File: src/rtl/core/esu_pkg.sv
`timescale 1ns / 1ps
`default_nettype none

package esu_pkg;

    // Queue of decoded groups between front and back
    localparam int QUEUE_DEPTH = 2;

    // Up to three decoded bytes come out of one raw byte
    localparam int GRP_MAX = 3;
    localparam int GRP_CNT_W = $clog2(GRP_MAX + 1);
    localparam int GRP_IDX_W = $clog2(GRP_MAX);

    localparam logic [7:0] CH_BSL = 8'h5C;
    localparam logic [7:0] CH_X   = 8'h78;

    // One decoded group: count of valid bytes, the bytes in order, and the
    // end-of-string mark carried by the final byte of the group
    typedef struct packed {
        logic [GRP_CNT_W-1:0]    cnt;
        logic [GRP_MAX-1:0][7:0] bytes;
        logic                    last;
    } grp_t;

    // Hex digit: bit 4 set when the byte is a digit, bits 3:0 its value
    function automatic logic [4:0] hex_value(input logic [7:0] b);
        logic [4:0] r;
        r = 5'd0;
        if (b >= 8'h30 && b <= 8'h39) begin
            r = {1'b1, 4'(b - 8'h30)};
        end
        else if (b >= 8'h61 && b <= 8'h66) begin
            r = {1'b1, 4'(b - 8'h57)};
        end
        else if (b >= 8'h41 && b <= 8'h46) begin
            r = {1'b1, 4'(b - 8'h37)};
        end
        return r;
    endfunction

    // Single-letter escape: bit 8 set when known, bits 7:0 the decoded byte
    function automatic logic [8:0] simple_escape(input logic [7:0] b);
        logic [8:0] r;
        unique case (b)
            8'h45:   r = {1'b1, 8'd27};
            8'h62:   r = {1'b1, 8'd8};
            8'h66:   r = {1'b1, 8'd12};
            8'h74:   r = {1'b1, 8'd9};
            8'h72:   r = {1'b1, 8'd13};
            8'h6E:   r = {1'b1, 8'd10};
            default: r = 9'd0;
        endcase
        return r;
    endfunction

endpackage

`default_nettype wire

File: src/rtl/core/esu_front.sv
`timescale 1ns / 1ps
`default_nettype none

module esu_front (
    input  wire logic         clk,
    input  wire logic         rst_n,
    input  wire logic         in_valid,
    output logic              in_ready,
    input  wire logic [7:0]   in_byte,
    input  wire logic         in_last,
    output logic              push_valid,
    input  wire logic         push_ready,
    output esu_pkg::grp_t     push_data
);

    localparam logic [1:0] PH_IDLE = 2'd0;
    localparam logic [1:0] PH_BSL  = 2'd1;
    localparam logic [1:0] PH_X    = 2'd2;
    localparam logic [1:0] PH_HEX1 = 2'd3;

    logic [1:0]    phase_reg, phase_next;
    logic [3:0]    held_reg, held_next;
    logic          accept;
    logic          fresh_emit;
    logic [4:0]    hex;
    logic [8:0]    esc;
    esu_pkg::grp_t grp;

    // Accept whenever the queue has room; empty groups are not queued
    assign in_ready   = push_ready;
    assign accept     = in_valid && in_ready;
    assign push_valid = accept && (grp.cnt != '0);
    assign push_data  = grp;

    assign hex = esu_pkg::hex_value(in_byte);
    assign esc = esu_pkg::simple_escape(in_byte);
    // A backslash that is not last opens an escape; anything else goes out
    assign fresh_emit = !(in_byte == esu_pkg::CH_BSL && !in_last);

    // Classify the request against the pending escape
    always_comb
    begin
        grp        = '0;
        grp.last   = in_last;
        phase_next = phase_reg;
        held_next  = held_reg;
        unique case (phase_reg)
            PH_IDLE:
            begin
                grp.bytes[0] = in_byte;
                grp.cnt      = fresh_emit ? esu_pkg::GRP_CNT_W'(1) : '0;
                phase_next   = fresh_emit ? PH_IDLE : PH_BSL;
            end
            PH_BSL:
            begin
                if (esc[8]) begin
                    grp.bytes[0] = esc[7:0];
                    grp.cnt      = esu_pkg::GRP_CNT_W'(1);
                    phase_next   = PH_IDLE;
                end
                else if (in_byte == esu_pkg::CH_X) begin
                    grp.bytes[0] = esu_pkg::CH_BSL;
                    grp.bytes[1] = esu_pkg::CH_X;
                    grp.cnt      = in_last ? esu_pkg::GRP_CNT_W'(2) : '0;
                    phase_next   = in_last ? PH_IDLE : PH_X;
                end
                else begin
                    grp.bytes[0] = esu_pkg::CH_BSL;
                    grp.bytes[1] = in_byte;
                    grp.cnt      = fresh_emit ? esu_pkg::GRP_CNT_W'(2)
                                              : esu_pkg::GRP_CNT_W'(1);
                    phase_next   = fresh_emit ? PH_IDLE : PH_BSL;
                end
            end
            PH_X:
            begin
                if (hex[4]) begin
                    grp.bytes[0] = {4'd0, hex[3:0]};
                    grp.cnt      = in_last ? esu_pkg::GRP_CNT_W'(1) : '0;
                    held_next    = in_last ? held_reg : hex[3:0];
                    phase_next   = in_last ? PH_IDLE : PH_HEX1;
                end
                else begin
                    grp.bytes[0] = esu_pkg::CH_BSL;
                    grp.bytes[1] = esu_pkg::CH_X;
                    grp.bytes[2] = in_byte;
                    grp.cnt      = fresh_emit ? esu_pkg::GRP_CNT_W'(3)
                                              : esu_pkg::GRP_CNT_W'(2);
                    phase_next   = fresh_emit ? PH_IDLE : PH_BSL;
                end
            end
            PH_HEX1:
            begin
                if (hex[4]) begin
                    grp.bytes[0] = {held_reg, hex[3:0]};
                    grp.cnt      = esu_pkg::GRP_CNT_W'(1);
                    phase_next   = PH_IDLE;
                end
                else begin
                    grp.bytes[0] = {4'd0, held_reg};
                    grp.bytes[1] = in_byte;
                    grp.cnt      = fresh_emit ? esu_pkg::GRP_CNT_W'(2)
                                              : esu_pkg::GRP_CNT_W'(1);
                    phase_next   = fresh_emit ? PH_IDLE : PH_BSL;
                end
            end
            default:
            begin
                phase_next = PH_IDLE;
            end
        endcase
    end

    // Advance escape state on each accepted request
    always_ff @(posedge clk or negedge rst_n)
    begin
        if (!rst_n) begin
            phase_reg <= PH_IDLE;
            held_reg  <= 4'd0;
        end
        else if (accept) begin
            phase_reg <= phase_next;
            held_reg  <= held_next;
        end
    end

`ifndef ASSERT_OFF
    // The end of a string always leaves no escape pending
    assert property (@(posedge clk) disable iff (!rst_n)
        accept && in_last |=> phase_reg == PH_IDLE)
        else $error("escape pending after end of string");
`endif

endmodule

`default_nettype wire

File: src/rtl/core/esu_queue.sv
`timescale 1ns / 1ps
`default_nettype none

module esu_queue #(
    parameter int DEPTH = esu_pkg::QUEUE_DEPTH
) (
    input  wire logic           clk,
    input  wire logic           rst_n,
    input  wire logic           push_valid,
    output logic                push_ready,
    input  wire esu_pkg::grp_t  push_data,
    output logic                pop_valid,
    input  wire logic           pop_ready,
    output esu_pkg::grp_t       pop_data
);

    localparam int PTR_W = $clog2(DEPTH);
    localparam int CNT_W = $clog2(DEPTH + 1);

    esu_pkg::grp_t        mem_reg [DEPTH];
    logic [PTR_W-1:0]     wr_ptr_reg, wr_ptr_next;
    logic [PTR_W-1:0]     rd_ptr_reg, rd_ptr_next;
    logic [CNT_W-1:0]     cnt_reg, cnt_next;
    logic                 push, pop;

    assign push_ready = (cnt_reg != CNT_W'(DEPTH));
    assign pop_valid  = (cnt_reg != '0);
    assign pop_data   = mem_reg[rd_ptr_reg];
    assign push       = push_valid && push_ready;
    assign pop        = pop_valid && pop_ready;

    // Advance pointers with wrap at the depth
    always_comb
    begin
        wr_ptr_next = wr_ptr_reg;
        rd_ptr_next = rd_ptr_reg;
        cnt_next    = cnt_reg;
        if (push) begin
            wr_ptr_next = (wr_ptr_reg == PTR_W'(DEPTH - 1)) ? '0 : wr_ptr_reg + 1'b1;
        end
        if (pop) begin
            rd_ptr_next = (rd_ptr_reg == PTR_W'(DEPTH - 1)) ? '0 : rd_ptr_reg + 1'b1;
        end
        if (push && !pop) begin
            cnt_next = cnt_reg + 1'b1;
        end
        else if (pop && !push) begin
            cnt_next = cnt_reg - 1'b1;
        end
    end

    always_ff @(posedge clk or negedge rst_n)
    begin
        if (!rst_n) begin
            wr_ptr_reg <= '0;
            rd_ptr_reg <= '0;
            cnt_reg    <= '0;
        end
        else begin
            wr_ptr_reg <= wr_ptr_next;
            rd_ptr_reg <= rd_ptr_next;
            cnt_reg    <= cnt_next;
        end
    end

    // Hold group storage; written only on push
    always_ff @(posedge clk)
    begin
        if (push) begin
            mem_reg[wr_ptr_reg] <= push_data;
        end
    end

`ifndef ASSERT_OFF
    assert property (@(posedge clk) disable iff (!rst_n)
        cnt_reg <= CNT_W'(DEPTH))
        else $error("queue count beyond depth");

    // Only groups that carry bytes are ever queued
    assert property (@(posedge clk) disable iff (!rst_n)
        push |-> push_data.cnt != '0)
        else $error("empty group queued");
`endif

endmodule

`default_nettype wire

File: src/rtl/core/esu_back.sv
`timescale 1ns / 1ps
`default_nettype none

module esu_back (
    input  wire logic           clk,
    input  wire logic           rst_n,
    input  wire logic           pop_valid,
    output logic                pop_ready,
    input  wire esu_pkg::grp_t  pop_data,
    output logic                out_valid,
    input  wire logic           out_ready,
    output logic [7:0]          out_byte,
    output logic                out_last
);

    logic                          out_valid_reg, out_valid_next;
    logic [7:0]                    out_byte_reg;
    logic                          out_last_reg;
    logic [esu_pkg::GRP_IDX_W-1:0] idx_reg, idx_next;
    logic                          load, take, final_byte;

    assign out_valid = out_valid_reg;
    assign out_byte  = out_byte_reg;
    assign out_last  = out_last_reg;

    // Output register is free when empty or being drained this cycle
    assign load       = !out_valid_reg || out_ready;
    assign take       = load && pop_valid;
    assign final_byte = (esu_pkg::GRP_CNT_W'(idx_reg) == pop_data.cnt - 1'b1);
    assign pop_ready  = take && final_byte;

    always_comb
    begin
        idx_next       = idx_reg;
        out_valid_next = out_valid_reg && !out_ready;
        if (take) begin
            out_valid_next = 1'b1;
            idx_next       = final_byte ? '0 : idx_reg + 1'b1;
        end
    end

    always_ff @(posedge clk or negedge rst_n)
    begin
        if (!rst_n) begin
            out_valid_reg <= 1'b0;
            idx_reg       <= '0;
        end
        else begin
            out_valid_reg <= out_valid_next;
            idx_reg       <= idx_next;
        end
    end

    // Load the next byte of the head group
    always_ff @(posedge clk)
    begin
        if (take) begin
            out_byte_reg <= pop_data.bytes[idx_reg];
            out_last_reg <= pop_data.last && final_byte;
        end
    end

`ifndef ASSERT_OFF
    // Position within the head group stays inside its byte count
    assert property (@(posedge clk) disable iff (!rst_n)
        pop_valid |-> esu_pkg::GRP_CNT_W'(idx_reg) < pop_data.cnt)
        else $error("group index past byte count");
`endif

endmodule

`default_nettype wire

File: src/rtl/core/escape_sequence_unescaper.sv
`timescale 1ns / 1ps
`default_nettype none

// Channel   Direction  Handshake            Payload
// input     in         in_valid/in_ready    in_byte[7:0], in_last
// output    out        out_valid/out_ready  out_byte[7:0], out_last
//
// One raw byte accepted per cycle while the group queue has room.
// Each raw byte yields zero to three decoded bytes; the back end sends one
// decoded byte per cycle while out_ready is high.
// From accept, a decoded byte passes the queue register, then the output reg.
// rst_n clears escape state, queue pointers and output valid asynchronously.
// Output stalls back up through the QUEUE_DEPTH-entry group queue to in_ready.

module escape_sequence_unescaper #(
    parameter int QUEUE_DEPTH = esu_pkg::QUEUE_DEPTH
) (
    input  wire logic       clk,
    input  wire logic       rst_n,
    input  wire logic       in_valid,
    output logic            in_ready,
    input  wire logic [7:0] in_byte,
    input  wire logic       in_last,
    output logic            out_valid,
    input  wire logic       out_ready,
    output logic [7:0]      out_byte,
    output logic            out_last
);

    logic          push_valid, push_ready;
    logic          pop_valid, pop_ready;
    esu_pkg::grp_t push_data, pop_data;

    esu_front u_front (
        .clk        (clk),
        .rst_n      (rst_n),
        .in_valid   (in_valid),
        .in_ready   (in_ready),
        .in_byte    (in_byte),
        .in_last    (in_last),
        .push_valid (push_valid),
        .push_ready (push_ready),
        .push_data  (push_data)
    );

    esu_queue #(
        .DEPTH (QUEUE_DEPTH)
    ) u_queue (
        .clk        (clk),
        .rst_n      (rst_n),
        .push_valid (push_valid),
        .push_ready (push_ready),
        .push_data  (push_data),
        .pop_valid  (pop_valid),
        .pop_ready  (pop_ready),
        .pop_data   (pop_data)
    );

    esu_back u_back (
        .clk       (clk),
        .rst_n     (rst_n),
        .pop_valid (pop_valid),
        .pop_ready (pop_ready),
        .pop_data  (pop_data),
        .out_valid (out_valid),
        .out_ready (out_ready),
        .out_byte  (out_byte),
        .out_last  (out_last)
    );

endmodule

`default_nettype wire
File: config.mk
export PLATFORM = sky130hd
export DESIGN_NAME = escape_sequence_unescaper
export DESIGN_NICKNAME = d
export VERILOG_FILES = /design/src/rtl/core/esu_pkg.sv /design/src/rtl/core/esu_front.sv /design/src/rtl/core/esu_queue.sv /design/src/rtl/core/esu_back.sv /design/src/rtl/core/escape_sequence_unescaper.sv
export SDC_FILE = /design/constraint.sdc
export NUM_CORES = 1
export LEC_CHECK = 0
export BUFFER_PORTS_ARGS = -buffer_cell sky130_fd_sc_hd__buf_2
export CORE_UTILIZATION = 32
export CTS_CLUSTER_DIAMETER = 100
export DETAILED_ROUTE_END_ITERATION = 10
export PLACE_DENSITY = 0.51
export SYNTH_ARGS = -nofsm -noshare
export SYNTH_HDL_FRONTEND = slang
export SYNTH_SLANG_ARGS = --single-unit
File: constraint.sdc
create_clock -name clk -period 3.85 [get_ports clk]
set_input_delay 0.77 -clock clk [delete_from_list [all_inputs] [get_ports clk]]
set_output_delay 0.77 -clock clk [all_outputs]
set_load 0.02 [all_outputs]
==> run metrics, run 1 <==
Final Max Tran Viols 0; Clock Pin Slew Worst Setup and Hold Paths 0.06 ns; top_reg_cell synth edfxtp_1; Synthesized Nets 312; CP cell instances buf_2, inv_1, ha_1, inv_1, o311a_2, or4_1, o311a_2, o21ba_4, and2_1, buf_4; clk root buf clkbuf_16; FF+latch count, synth 76; Final Hold Fails 0; Antenna Diode Count 0; Setup CP Type primary input to flip-flop; via/cell ratio 5.200; critical path endpoint category flip-flop; number of synthesized flops with an enable pin 63; Clock Latency Late Sink 0.33 ns; pwr/cell area 743.7 mW/mm2; first-pass GRT wire length 13120 um; RR Startpoint u_front.phase_reg[1]; initial DRC count 254; Die ar. 0.01218 mm2; share of flip-flops with an asynchronous set or reset 0.1711; die width 110.4 um; clock sinks 76; Netlist cell types 55; Die Ht 110.4 um; starting density of the core 0.3292; Max rail drop VDD 0.2772 mV; TritonRoute pass-1 iters 4; io pins 24; dpl hpwl 5623 um; sequential share of the synthesized area 0.5899; Vias 2444; worst-path maximum fanout 27; Critical path origin in_byte[0]; antenna violations before repair 0; Max Clock Skew 0.006934 ns; CP Launch Type primary input; core area 0.01142 mm2; vias in the first global route 2362; syn_area_per_cell 12.78 um2; commonest non-fill, non-tap cell in the layout edfxtp_1; layout cell share with drive strength beyond 1 0.2110; Crit path depth 10; sum of negative setup slack 0 ns; Synth Instances 294; # Max-Cap Violations 0; CP top delay family compound AO/OA/AOI/OAI gates; CTS Buffer Depth 2; Synth top area share 0.5033; worst slew pin tran 0.6425 ns; slew margin rel. 0.5717; GRT Overall Usage 0.1490; slowest CP cell or4_1; Leakage 1.661 nW; CTS tree yes; Routed WL 8173 um; RSZ-0062 raised after global routing false; Synth area leader edfxtp_1; Worst Hold Class primary input to async pin; post-CTS sizing 0; per-cell routed wire length 17.39 um; FF-to-FF path depth 7; CP required 3.90 ns; max reg flops 54; Routed Antenna Nets 0; R2R Path End u_queue.mem_reg[1][23]; max incr delay on CP 0.55 ns; Setup Fix Bufs, Post-CTS 0; Overflow after GRT 0; Port-buffer cells 23; Final GP Congestion 0.8448; largest net degree at the start of global routing 28; critical path data arrival time 3.23 ns; setup violators final 0; Synth Cell Area 0.003759 mm2; most frequent cells in the layout edfxtp_1, buf_2, nor2_1; # H-tree levels 3; fmax 314.0 MHz; DR DRC count 0; status finished, final reports clean; crit path time final 3.184 ns; ranking of synthesized cells by area edfxtp_1, dfrtp_1, mux4_2; setup slack, reg-to-reg 1.20 ns; Total Power 3.261 mW; crit share post-route 0.8271; nets@finish 340; Inserted Clock Buffers 9; end of the critical path u_queue.mem_reg[1][23]; CP bufs+invs 4; Cell Rows 39; Syn. warnings 0; Post-CTS Hold Buffers 0; area delta synth->final 16.64%
==> layer usage <==
metal / up-vias / share of wire / wire length, um / track usage
met4: 0 / 0.022 / 178 / 0.06767
met5: - / 0 / 0 / 0
met2: 79 / 0.46 / 3724 / 0.2205
li1: 1182 / - / - / -
met3: 13 / 0.057 / 467 / 0.03410
met1: 1170 / 0.47 / 3803 / 0.2074
==> worst reg2reg max path, cell delays in order (launching register included) <==
cell and delay [ns]:
dfrtp_1 0.64, inv_1 0.19, o22ai_1 0.37, a21oi_1 0.14, a211oi_2 0.30, o21ba_4 0.21, and2_1 0.12, buf_4 0.33
==> where the power goes <==
part / switching (mW) / leakage [nW] / internal [mW]
clock network: 0.339 / 0.158 / 0.575
registers: 0.111 / 0.758 / 1.23
logic: 0.592 / 0.745 / 0.416
==> metrics by stage <==
stage	instances	instance area (um2)	util	worst slack, ns	hold slack, ns
CTS	470	4384	0.3840	0.6713	0.3276
global placement	454	4060	0.3556	0.3713	0.4708
floorplan	294	3761	-	0.3707	0.4731
global route	470	4384	0.3840	0.4707	0.3363
finish	470	4384	0.3840	0.6657	0.3176
detailed placement	454	4060	0.3556	0.3288	0.4827
==> cells by family after synthesis <==
kind of cell / share of synthesized area
compound gates: 0.1282
xor+xnor: 0.01398
fa+ha+maj: 0.01664
buf+inv: 0.03295
flops: 0.5899
mux: 0.08289
simple gates: 0.1355
==> worst min-delay path by stage <==
stage	from	end	slack, ns
after floorplan	rst_n	u_back.idx_reg[0]	0.47
after global placement	u_back.out_valid	u_back.out_valid	0.47
after detailed placement	u_back.out_valid	u_back.out_valid	0.48
after CTS	rst_n	u_back.idx_reg[1]	0.33
after global routing	rst_n	u_back.idx_reg[1]	0.34
final	rst_n	u_back.idx_reg[1]	0.32
==> Yosys cell counts (all sizes together) (3+ instances only) <==
master   n
dfrtp   13
ha       5
nor4b    3
and3b    3
clkbuf   8
nor2b    4
a21oi   15
edfxtp  63
nand2   14
mux2i   12
o21ai   13
inv     17
and2     8
buf      5
nand3    7
nor2    22
xor2     4
nand2b   5
nor3     9
o22ai   10
mux4     8
o211ai   4
a21o     5
a31oi    4
==> layout make-up <==
type                       instances  area [um2]
timing repair buffer              30       180.2
fill                            1116        7034
tap                              143       178.9
sequential                        76        2217
clock buffer                      10       229.0
multi-input combinational        188        1420
inverter                          17       63.81
clock inverter                     6       95.09
Note: power is estimated with default switching activity, not from simulation.
==> run 2, diff against run 1 <==
--- a/config.mk
+++ b/config.mk
@@ -9,7 +9,7 @@
 export CORE_UTILIZATION = 32
 export CTS_CLUSTER_DIAMETER = 100
 export DETAILED_ROUTE_END_ITERATION = 10
-export PLACE_DENSITY = 0.51
+export PLACE_DENSITY = 0.53
 export SYNTH_ARGS = -nofsm -noshare
 export SYNTH_HDL_FRONTEND = slang
 export SYNTH_SLANG_ARGS = --single-unit
==> constraint.sdc (replaced) <==
create_clock -name clk -period 2.6 [get_ports clk]
set_input_delay 0.52 -clock clk [delete_from_list [all_inputs] [get_ports clk]]
set_output_delay 0.52 -clock clk [all_outputs]
set_load 0.02 [all_outputs]
==> run 2 against run 1 <==
Net effect: global-route usage increased by 1.5 points; clock-buffer cell count down 1; total power grew 55%; non-clock buffer count up 53; die area unchanged; sequential power grew 46%; flip-flop and latch count unchanged; first-iteration DRC count is 43% lower; register-to-register slack lost 0.90 ns; largest cell class unchanged.
==> run metrics, run 2 (same netlist as run 1, synthesis figures left out) <==
# H-tree levels 3; Placed Area 0.004534 mm2; # Max-Cap Violations 0; layout cell share with drive strength beyond 1 0.3447; Cell Rows 39; Clock Latency Late Sink 0.34 ns; fmax 400.1 MHz; CP top delay family compound AO/OA/AOI/OAI gates; Inserted Clock Buffers 9; Total Power 5.039 mW; Worst Hold Class primary input to async pin; CTS tree yes; Clock Pin Slew Worst Setup and Hold Paths 0.06 ns; crit share post-route 0.9613; critical path endpoint category flip-flop; CP required 2.86 ns; slowest CP cell o311a_2; Max rail drop VDD 0.4448 mV; post-CTS sizing 0; die width 110.4 um; initial DRC count 146; FF-to-FF path depth 8; most frequent CP cell ha_1; Post-CTS Hold Buffers 0; Antenna Diode Count 0; clk root buf clkbuf_16; setup violators final 0; dpl hpwl 6836 um; Die Ht 110.4 um; Final Max Tran Viols 0; per-cell routed wire length 17.33 um; Die ar. 0.01218 mm2; nets@finish 393; critical path data arrival time 2.76 ns; Routed WL 9061 um; Setup WS post-layout 0.1007 ns; most frequent cells in the layout edfxtp_1, buf_4, buf_2; Final Hold Fails 0; DR DRC count 0; final hold slack 0.07326 ns; Max Clock Skew 0.007085 ns; CP cell instances buf_2, inv_2, buf_4, ha_1, nor2b_1, o211ai_1, a21oi_1, o311a_2, o21ba_4, ha_1, nor2_2, xor2_1; Setup CP Type primary input to flip-flop; Final Non-Filler Cells 523; slew margin rel. 0.5826; Setup Fix Bufs, Post-CTS 0; vias in the first global route 2566; TritonRoute pass-1 iters 5; first-pass GRT wire length 14350 um; dpl cells 507; worst-path maximum fanout 4; Final Instance Area 0.004875 mm2; Port-buffer cells 23; starting density of the core 0.3292; GRT Overall Usage 0.1636; Vias 2655; setup slack, reg-to-reg 0.30 ns; largest net degree at the start of global routing 28; sum of negative setup slack 0 ns; utilization after layout 0.4269; worst slew pin tran 0.6261 ns; CP bufs+invs 3; max reg flops 54; max incr delay on CP 0.37 ns; RR Startpoint u_front.phase_reg[1]; antenna violations before repair 0; multi-input logic area 0.001475 mm2; area delta synth->final 29.69%; RSZ-0062 raised after global routing false; Routed Antenna Nets 0; FF+latch area 0.002217 mm2; Final GP Congestion 0.8719; Leakage 1.938 nW; commonest non-fill, non-tap cell in the layout edfxtp_1; io pins 24; pre-CTS setup slack -0.3009 ns; Overflow after GRT 0; R2R Path End u_queue.cnt_reg[1]; core area 0.01142 mm2; via/cell ratio 5.076; clock sinks 76; pwr/cell area 1034 mW/mm2; status finished, final reports clean; CTS Buffer Depth 2; crit path time final 2.499 ns; # fillers 1096; CP Launch Type primary input
run 2: cell count changes in the layout (fill, tap and decap cells not counted), sizes merged:
cell	previous run	this run
clkbuf	10	9
buf	30	83
clkinvlp	0	1
run 2: final cells by class:
type                       instances  area share
sequential                        76      0.4548
multi-input combinational        188      0.3026
clock buffer                       9     0.04620
tap                              143     0.03670
clock inverter                     7     0.02028
inverter                          17     0.01309
timing repair buffer              83      0.1263
run 2: worst max path at each step:
stage,endpoint,cells after the start,slack (ns),from
after detailed placement,u_queue.cnt_reg[1],12,-0.30,in_byte[1]
after floorplan,u_queue.cnt_reg[1],11,-0.21,in_byte[1]
after CTS,u_queue.cnt_reg[1],12,0.05,in_byte[1]
final,u_queue.cnt_reg[1],12,0.10,in_byte[0]
after global routing,u_queue.cnt_reg[1],12,0.03,in_byte[0]
after global placement,u_queue.cnt_reg[1],12,-0.26,in_byte[1]
run 2: routing by layer:
metal	wire [um]	vias to the layer above	track usage
met5	0	-	0
met4	153	0	0.06203
met3	312	15	0.03351
met2	4258	60	0.2555
met1	4337	1293	0.2231
li1	-	1287	-
run 2: power breakdown:
part | switching (mW) | internal (mW) | leakage (nW)
logic | 0.965 | 0.771 | 1.02
registers | 0.137 | 1.82 | 0.758
clock network | 0.499 | 0.846 | 0.156
total | 1.60 | 3.44 | 1.94
==> run 3, diff against run 2 <==
--- a/config.mk
+++ b/config.mk
@@ -6,10 +6,12 @@
 export NUM_CORES = 1
 export LEC_CHECK = 0
 export BUFFER_PORTS_ARGS = -buffer_cell sky130_fd_sc_hd__buf_2
+export CORE_ASPECT_RATIO = 1.1
 export CORE_UTILIZATION = 32
 export CTS_CLUSTER_DIAMETER = 100
 export DETAILED_ROUTE_END_ITERATION = 10
 export PLACE_DENSITY = 0.53
+export SLEW_MARGIN = 20
 export SYNTH_ARGS = -nofsm -noshare
 export SYNTH_HDL_FRONTEND = slang
 export SYNTH_SLANG_ARGS = --single-unit
==> run 3 against run 2 <==
Net effect: register-to-register slack gained 0.08 ns; final cell count up 0.96%; utilization fell by 0.37 points; flip-flop and latch count stayed put; routed wire length decreased by 2.6%; clock power fell by 10%; combinational power decreased by 2%; non-clock buffer count decreased by 2; first-iteration DRC count grew 98%; total power down 3.4%; sequential share of layout area is 0.32 points higher; sequential power about the same; largest power group unchanged.
==> run metrics, run 3 (same netlist as run 1, synthesis figures left out) <==
Port-buffer cells 23; crit share post-route 0.9580; # fillers 1079; Routed WL 8823 um; nets@finish 391; dpl cells 511; Clock Pin Slew Worst Setup and Hold Paths 0.06 ns; CP required 2.86 ns; antenna violations before repair 0; Leakage 1.917 nW; die width 105.3 um; first-pass GRT wire length 14370 um; initial DRC count 289; dpl hpwl 6489 um; Max Clock Skew 0.007134 ns; per-cell routed wire length 16.71 um; RR Startpoint u_front.phase_reg[1]; final hold slack 0.07199 ns; Inserted Clock Buffers 9; CTS Buffer Depth 2; GRT Overall Usage 0.1591; utilization after layout 0.4232; starting density of the core 0.3286; pwr/cell area 1006 mW/mm2; Total Power 4.870 mW; status finished, final reports clean; crit path time final 2.491 ns; layout cell share with drive strength beyond 1 0.3333; RSZ-0062 raised after global routing true; R2R Path End u_queue.cnt_reg[1]; Final Max Tran Viols 0; critical path endpoint category flip-flop; setup violators final 0; DR DRC count 0; Routed Antenna Nets 0; commonest non-fill, non-tap cell in the layout edfxtp_1; # Max-Cap Violations 0; sum of negative setup slack 0 ns; area delta synth->final 28.79%; setup slack, reg-to-reg 0.38 ns; Die Ht 115.7 um; clock sinks 76; TritonRoute pass-1 iters 4; slew margin rel. 0.7240; Antenna Diode Count 0; Setup CP Type primary input to flip-flop; Cell Rows 41; Vias 2636; max reg flops 54; largest net degree at the start of global routing 28; CTS tree yes; fmax 401.5 MHz; Clock Latency Late Sink 0.33 ns; FF-to-FF path depth 9; Post-CTS Hold Buffers 0; # H-tree levels 3; core area 0.01144 mm2; clk root buf clkbuf_16; FF+latch area 0.002217 mm2; Final Hold Fails 0; Setup WS post-layout 0.1092 ns; pre-CTS setup slack -0.3275 ns; io pins 24; Worst Hold Class primary input to async pin; Final Non-Filler Cells 528; multi-input logic area 0.001493 mm2; CP Launch Type primary input; Die ar. 0.01218 mm2; Critical path origin in_byte[1]; worst slew pin tran 0.4125 ns; via/cell ratio 4.992; end of the critical path u_queue.cnt_reg[1]; most frequent cells in the layout edfxtp_1, buf_4, buf_2; critical path data arrival time 2.75 ns; Final GP Congestion 0.8865; vias in the first global route 2662; Final Instance Area 0.004841 mm2; Overflow after GRT 0; Max rail drop VDD 0.3764 mV; Placed Area 0.004508 mm2; worst-path maximum fanout 6
run 3: layer usage:
layer | GRT usage | up-vias | routed length, um
li1 | - | 1282 | -
met1 | 0.2014 | 1288 | 3989
met2 | 0.2627 | 50 | 4363
met3 | 0.03318 | 16 | 229
met4 | 0.07512 | 0 | 240
met5 | 0 | - | 0
run 3: worst min-delay path by stage:
| stage | start | end | slack, ns | depth (start not counted) |
|---|---|---|---|---|
| 6_report | rst_n | u_queue.cnt_reg[0] | 0.07 | 1 |
| 5_1_grt | rst_n | u_back.idx_reg[0] | 0.09 | 1 |
| 4_1_cts | rst_n | u_back.idx_reg[0] | 0.07 | 1 |
| 3_5_place_dp | rst_n | u_back.idx_reg[1] | 0.43 | 1 |
| 3_3_place_gp | rst_n | u_back.idx_reg[1] | 0.43 | 1 |
| 2_1_floorplan | rst_n | u_back.idx_reg[0] | 0.22 | 0 |
run 3: where the power goes:
part | internal (mW) | switching (mW)
registers | 1.82 | 0.136
logic | 0.758 | 0.943
clock network | 0.769 | 0.443
run 3: critical path, stage by stage:
cell	delay, ns
buf_2	0.11
buf_4	0.16
ha_1	0.25
and4b_1	0.26
nor3_1	0.17
nor2_1	0.09
o311a_4	0.38
o21ba_4	0.21
ha_1	0.19
xor2_1	0.14
nor2_1	0.13
xor2_1	0.14
run 3: what timing repair did:
| action | 4_1_cts | 5_1_grt |
|---|---|---|
| resized for setup | 0 | 8 |
| buffers inserted | 0 | 1 |
| endpoints found under the setup margin | 0 | 48 |
run 3: final cells by class:
| type | instances | share of cell area |
|---|---|---|
| Sequential cell | 76 | 0.4580 |
| Multi-Input combinational cell | 188 | 0.3083 |
| Timing Repair Buffer | 81 | 0.1215 |
| Clock buffer | 14 | 0.05247 |
| Tap cell | 150 | 0.03877 |
| Inverter | 17 | 0.01370 |
| Clock inverter | 2 | 0.007237 |
